**config.mk**
```make
export PLATFORM = sky130hd
export DESIGN_NAME = gns_div
export DESIGN_NICKNAME = d
export VERILOG_FILES = /design/src/rtl/core/gns_pkg.sv /design/src/rtl/core/gns_div.sv
export SDC_FILE = /design/constraint.sdc
export NUM_CORES = 1
export LEC_CHECK = 0
export ABC_AREA = 1
export BUFFER_PORTS_ARGS = -buffer_cell sky130_fd_sc_hd__buf_2
export CAP_MARGIN = 20
export CORE_MARGIN = 3
export CORE_UTILIZATION = 25
export CTS_CLUSTER_SIZE = 40
export DETAILED_ROUTE_END_ITERATION = 16
export GPL_ROUTABILITY_DRIVEN = 0
export HOLD_SLACK_MARGIN = 0.1
export PLACE_DENSITY = 0.41
export SLEW_MARGIN = 5
export SYNTH_ARGS = -nofsm -noshare
export SYNTH_HDL_FRONTEND = slang
export SYNTH_SLANG_ARGS = --single-unit
```
**constraint.sdc**
```tcl
create_clock -name clk_i -period 2.6 [get_ports clk_i]
set_input_delay 0.26 -clock clk_i [delete_from_list [all_inputs] [get_ports clk_i]]
set_output_delay 0.26 -clock clk_i [all_outputs]
set_load 0.03 [all_outputs]
```
**src/rtl/core/gns_pkg.sv**
```systemverilog
// shared constants, types and fixed-point helpers of the gradient noise sampler
`default_nettype none
package gns_pkg;

  localparam int FRAC_BITS  = 16;
  localparam int MAX_RES    = 256;
  localparam int RES_W      = 9;
  localparam int SUB_W      = 8;
  localparam int GRAD_W     = 2;
  localparam int OUT_W      = 16;
  localparam int CFG_IDX_W  = 2;
  localparam int CFG_DATA_W = RES_W;

  // internal signed fixed point, enough headroom for every blend value
  localparam int Q_W   = FRAC_BITS + 6;
  // position t lies in [0, 1], so one integer bit
  localparam int T_W   = FRAC_BITS + 1;
  // divisor is twice the resolution
  localparam int DIV_W = RES_W + 1;
  localparam int NUM_W = SUB_W + 2 + FRAC_BITS;
  localparam int P_W   = 2 * Q_W;

  localparam logic [RES_W-1:0] RES_RESET = RES_W'(16);

  localparam logic signed [Q_W-1:0] ONE_Q  = Q_W'(64'd1 << FRAC_BITS);
  localparam logic signed [P_W-1:0] HALF_P = P_W'(64'd1 << (FRAC_BITS - 1));

  typedef enum logic [CFG_IDX_W-1:0] {
    CFG_RESOLUTION = 0,
    CFG_FADE_MODE  = 1
  } cfg_reg_e;

  typedef struct packed {
    logic [GRAD_W-1:0] tl;
    logic [GRAD_W-1:0] tr;
    logic [GRAD_W-1:0] bl;
    logic [GRAD_W-1:0] br;
  } grads_t;

  typedef struct packed {
    logic [T_W-1:0] tx;
    logic [T_W-1:0] ty;
    grads_t         grads;
  } pos_t;

  typedef struct packed {
    logic signed [Q_W-1:0] tx;
    logic signed [Q_W-1:0] ty;
    logic signed [Q_W-1:0] wx;
    logic signed [Q_W-1:0] wy;
    grads_t                grads;
  } weight_t;

  // fixed-point product, rounded to nearest with ties away from zero
  function automatic logic signed [Q_W-1:0] mulq(input logic signed [Q_W-1:0] a,
                                                 input logic signed [Q_W-1:0] b);
    logic signed [P_W-1:0] p;
    logic signed [P_W-1:0] neg;
    logic signed [P_W-1:0] r;
    p   = a * b;
    neg = p[P_W-1] ? P_W'(1) : P_W'(0);
    r   = p + HALF_P - neg;
    return r[FRAC_BITS +: Q_W];
  endfunction

endpackage
`default_nettype wire

```
**src/rtl/core/gns_div.sv**
```systemverilog
// pipelined restoring divider giving the cell position t on both axes
`default_nettype none
module gns_div (
  input  logic                        clk_i,
  input  logic                        rst_ni,
  input  logic                        en_i,
  input  logic                        valid_i,
  input  logic [gns_pkg::RES_W-1:0]   res_i,
  input  logic [gns_pkg::SUB_W-1:0]   sub_x_i,
  input  logic [gns_pkg::SUB_W-1:0]   sub_y_i,
  input  gns_pkg::grads_t             grads_i,
  output logic                        valid_o,
  output gns_pkg::pos_t               pos_o
);

  localparam int NST = gns_pkg::T_W + 1;

  logic                          st_v_q   [NST];
  logic                          st_v_d   [NST];
  logic [gns_pkg::DIV_W-1:0]     st_den_q [NST];
  logic [gns_pkg::DIV_W-1:0]     st_den_d [NST];
  logic [gns_pkg::DIV_W-1:0]     st_rem_q [NST][2];
  logic [gns_pkg::DIV_W-1:0]     st_rem_d [NST][2];
  logic [gns_pkg::T_W-1:0]       st_low_q [NST][2];
  logic [gns_pkg::T_W-1:0]       st_low_d [NST][2];
  gns_pkg::grads_t               st_g_q   [NST];
  gns_pkg::grads_t               st_g_d   [NST];

  always_comb begin
    logic [gns_pkg::RES_W-1:0] res_c;
    logic [gns_pkg::SUB_W-1:0] p;
    logic [gns_pkg::NUM_W-1:0] num;
    logic [gns_pkg::DIV_W:0]   trial;
    logic                      ge;

    // clamp resolution into [1, MAX_RES]
    if (res_i == '0) begin
      res_c = gns_pkg::RES_W'(1);
    end else if (res_i > gns_pkg::RES_W'(gns_pkg::MAX_RES)) begin
      res_c = gns_pkg::RES_W'(gns_pkg::MAX_RES);
    end else begin
      res_c = res_i;
    end

    st_v_d[0]   = valid_i;
    st_den_d[0] = {res_c, 1'b0};
    st_g_d[0]   = grads_i;
    for (int l = 0; l < 2; l++) begin
      p = (l == 0) ? sub_x_i : sub_y_i;
      if (gns_pkg::RES_W'(p) >= res_c) begin
        p = gns_pkg::SUB_W'(res_c - gns_pkg::RES_W'(1));
      end
      // (2p + 1) scaled plus res, so the quotient rounds to nearest
      num = (gns_pkg::NUM_W'({p, 1'b1}) << gns_pkg::FRAC_BITS) +
            gns_pkg::NUM_W'(res_c);
      st_rem_d[0][l] = gns_pkg::DIV_W'(num[gns_pkg::NUM_W-1:gns_pkg::T_W]);
      st_low_d[0][l] = num[gns_pkg::T_W-1:0];
    end

    // one quotient bit per stage, shifted in where numerator bits leave
    for (int k = 1; k < NST; k++) begin
      st_v_d[k]   = st_v_q[k-1];
      st_den_d[k] = st_den_q[k-1];
      st_g_d[k]   = st_g_q[k-1];
      for (int l = 0; l < 2; l++) begin
        trial = {st_rem_q[k-1][l], st_low_q[k-1][l][gns_pkg::T_W-1]};
        ge    = (trial >= {1'b0, st_den_q[k-1]});
        st_rem_d[k][l] = ge ? gns_pkg::DIV_W'(trial - {1'b0, st_den_q[k-1]})
                            : trial[gns_pkg::DIV_W-1:0];
        st_low_d[k][l] = {st_low_q[k-1][l][gns_pkg::T_W-2:0], ge};
      end
    end
  end

  always_ff @(posedge clk_i or negedge rst_ni) begin
    if (!rst_ni) begin
      for (int k = 0; k < NST; k++) st_v_q[k] <= 1'b0;
    end else if (en_i) begin
      for (int k = 0; k < NST; k++) st_v_q[k] <= st_v_d[k];
    end
  end

  always_ff @(posedge clk_i) begin
    if (en_i) begin
      for (int k = 0; k < NST; k++) begin
        st_den_q[k] <= st_den_d[k];
        st_g_q[k]   <= st_g_d[k];
        for (int l = 0; l < 2; l++) begin
          st_rem_q[k][l] <= st_rem_d[k][l];
          st_low_q[k][l] <= st_low_d[k][l];
        end
      end
    end
  end

  assign valid_o     = st_v_q[NST-1];
  assign pos_o.tx    = st_low_q[NST-1][0];
  assign pos_o.ty    = st_low_q[NST-1][1];
  assign pos_o.grads = st_g_q[NST-1];

endmodule
`default_nettype wire

```
==> impl_results.md <==
* Result of the run: completed
* Critical Path Stages at 8
* CTS max path bufs at 3
* Min-delay worst type: input pin to register
* VDD IR max at 552 uV
* Post-CTS setup buffer count at 0
* Total wire length at 96.5 mm
* EDFF count, synth at 907
* Final setup vio count at 0
* Vias in the first global route at 27000
* Die H at 430 um
* Worst Max-Slew Pin Slew at 0.801 ns
* CP Launch Type: register
* IO Port Bufs at 79
* Yosys warns at 0
* CP Max Fanout at 11
* Gr ovfl total at 0
* Mapped Cells at 3733
* PD cells at 1110 mW/mm2
* Asr flop ratio synth at 1.95%
* Total of max-cap violations at 0
* Reg2Reg Depth at 8
* Setup TNS at 0 ns
* Footprint of the multi-input gates at 0.0154 mm2
* CTS H-tree depth at 3
* Crit-path cells: ha_1, fa_1, o21ai_2, nand2_1, o211ai_2, nand2_4, nand2_1, o21ai_1
* Synth cell types at 45
* Crit path top cell by count: nand2_1
* Setup Skew at 0.0271 ns
* Seq/Total Area, Yosys at 61.6%
* Top cells by count, synth: edfxtp_1 (907), nand2_1 (802), inv_1 (338), ha_1 (308), nand3_1 (261)
* # fillers at 18100
* Reg area at 0.0277 mm2
* First-pass DRT Iterations at 5
* Top-count cell post-synth: edfxtp_1
* Initial antenna violation count at 1
* Clock root buffer: clkbuf_16
* Register bit count reported by yosys at 925
* Mapped Avg Cell Area at 12.0 um2
* Post-synth top area cell: edfxtp_1
* Area growth syn-to-layout at 17.3%
* Leakage Power at 21.3 nW
* Worst Path Buf+Inv at 0
* Initial Util at 25.3%
* Hold path cells at 2
* CTS Buf Count at 110
* Core Util, Final at 29.7%
* ANT nets after route at 0
* Yosys top cell area share at 60.6%
* Layout Nets at 4356
* Rel. slew slack at 46.4%
* Share of cells above drive strength 1 at 14.0%
* Slowest-stage cell, CP: edfxtp_1
* Max Freq at 0.420 GHz
* Final hold viol count at 0
* CTS tree: yes
* Core Area at 0.177 mm2
* Predominant post-synthesis flop cell: edfxtp_1
* Crit. End Element: register
* Worst EP required at 3.06 ns
* 1st-iter DRT viols at 1373
* Ports at 80
* Final min period at 2.38 ns
* Top post-synthesis cells by area: edfxtp_1 (61%), ha_1 (8.6%), nand2_1 (6.7%)
* CP arrival at 2.85 ns
* Clk slew on worst S/H paths at 0.06 ns
* Sink Count at 925
* Row cnt at 154
* Die area at 0.185 mm2
* Worst-Skew Late Latency at 0.73 ns
* Detail Placement HPWL at 70.6 mm
* Post-DR vias/cell at 4.14
* Cell area after synthesis at 0.0449 mm2
* First-pass GRT wire length at 152 mm
* Vias at 26600
* CP max stage delay at 0.48 ns
* DRC at 0
* DR WL/cell at 15.0 um
* Largest net degree at the start of global routing at 103
* Max-slew violations at 0
* Total GRT Usage at 10.4%
* Cell family with most CP delay: adder cells
* Unrepaired setup endpoints after global routing: no
* Critical path class: register to register
* Final critical-path share of the clock period at 91.7%
* Die W at 430 um
* Antenna cells at 0
-- metal layers --
layer	global-route usage (%)	vias to the layer above	wire length, um
li1	-	13600	-
met1	13.6	12400	45000
met2	17.1	377	44700
met3	2.04	184	3400
met4	4.02	0	3450
met5	0	-	0
-- placed cells by master (no fill, tap or decap), types with 94 or more instances in the layout --
| master | netlist | final |
|---|---|---|
| a21oi_1 | 187 | 187 |
| clkbuf_16 | 0 | 111 |
| edfxtp_1 | 907 | 907 |
| ha_1 | 308 | 308 |
| inv_1 | 338 | 338 |
| nand2_1 | 802 | 797 |
| nand3_1 | 261 | 261 |
| nor2_1 | 165 | 165 |
| o21ai_2 | 94 | 94 |
| xor2_1 | 94 | 94 |
-- metrics by stage --
step / cell area [um2] / worst slack, ns / power, W / std cells / hold slack, ns
global placement: 48400 / 0.119 / 0.0423 / 6170 / 0.216
CTS: 52700 / 0.0971 / 0.0596 / 6416 / 0.164
floorplan: 44900 / 0.496 / 0.0377 / 3734 / -0.0356
detailed placement: 48400 / 0.105 / 0.0423 / 6170 / 0.219
global route: 52700 / 0.00113 / 0.0631 / 6416 / 0.197
finish: 52700 / 0.216 / 0.0586 / 6416 / 0.255
-- cells by family after synthesis --
group / after synthesis / synth area share, %
AND/OR/NAND/NOR: 1405 / 13.8
AO/OA/AOI/OAI: 484 / 6.90
XOR/XNOR: 187 / 3.65
other: 1 / 0.00835
adder cells (fa/ha/maj): 340 / 10.0
flip-flops: 925 / 61.6
buffers and inverters: 391 / 4.01
-- repair_timing --
action                                  4_1_cts  5_1_grt
gates resized for setup                       0        5
endpoints found under the setup margin        0       10
endpoints found under the hold margin        60        0
hold buffers                                 37        0
-- report_power, final --
group	total, W	internal (W)	switching [W]	leakage [nW]
Clock	0.0167	0.0102	0.00649	1.91
Combinational	0.0192	0.00734	0.0118	10.3
Sequential	0.0228	0.0209	0.00193	9.08
-- cell type report --
type / instances / share of cell area (%)
inverters: 355 / 2.58
clock inverters: 85 / 2.11
well taps: 2340 / 5.56
clock buffers: 124 / 5.36
flip-flops and latches: 925 / 52.6
repair buffers: 169 / 2.54
multi-input cells: 2418 / 29.3
-- worst paths after layout --
| kind | start | to | slack (ns) |
|---|---|---|---|
| max reg2reg | st_low_q[6][64] | st_rem_q[7][12] | 0.22 |
| min in group asynchronous | rst_ni | st_v_d[0] | 0.68 |
| max | st_low_q[6][64] | st_rem_q[7][12] | 0.22 |
| min reg2reg | st_low_q[5][4] | st_low_q[5][39] | 0.40 |
| min | grads_i[4] | st_g_q[0][4] | 0.25 |
| max in group asynchronous | rst_ni | st_v_d[10] | 1.42 |
-- registers in the layout (all words and copies together) (netlist names) --
name and cells:
st_low_q 383, st_rem_q 312, st_g_q 144, st_den_q 68, st_v_d 17, valid_o 1
Power figures use the tool's default switching activity.
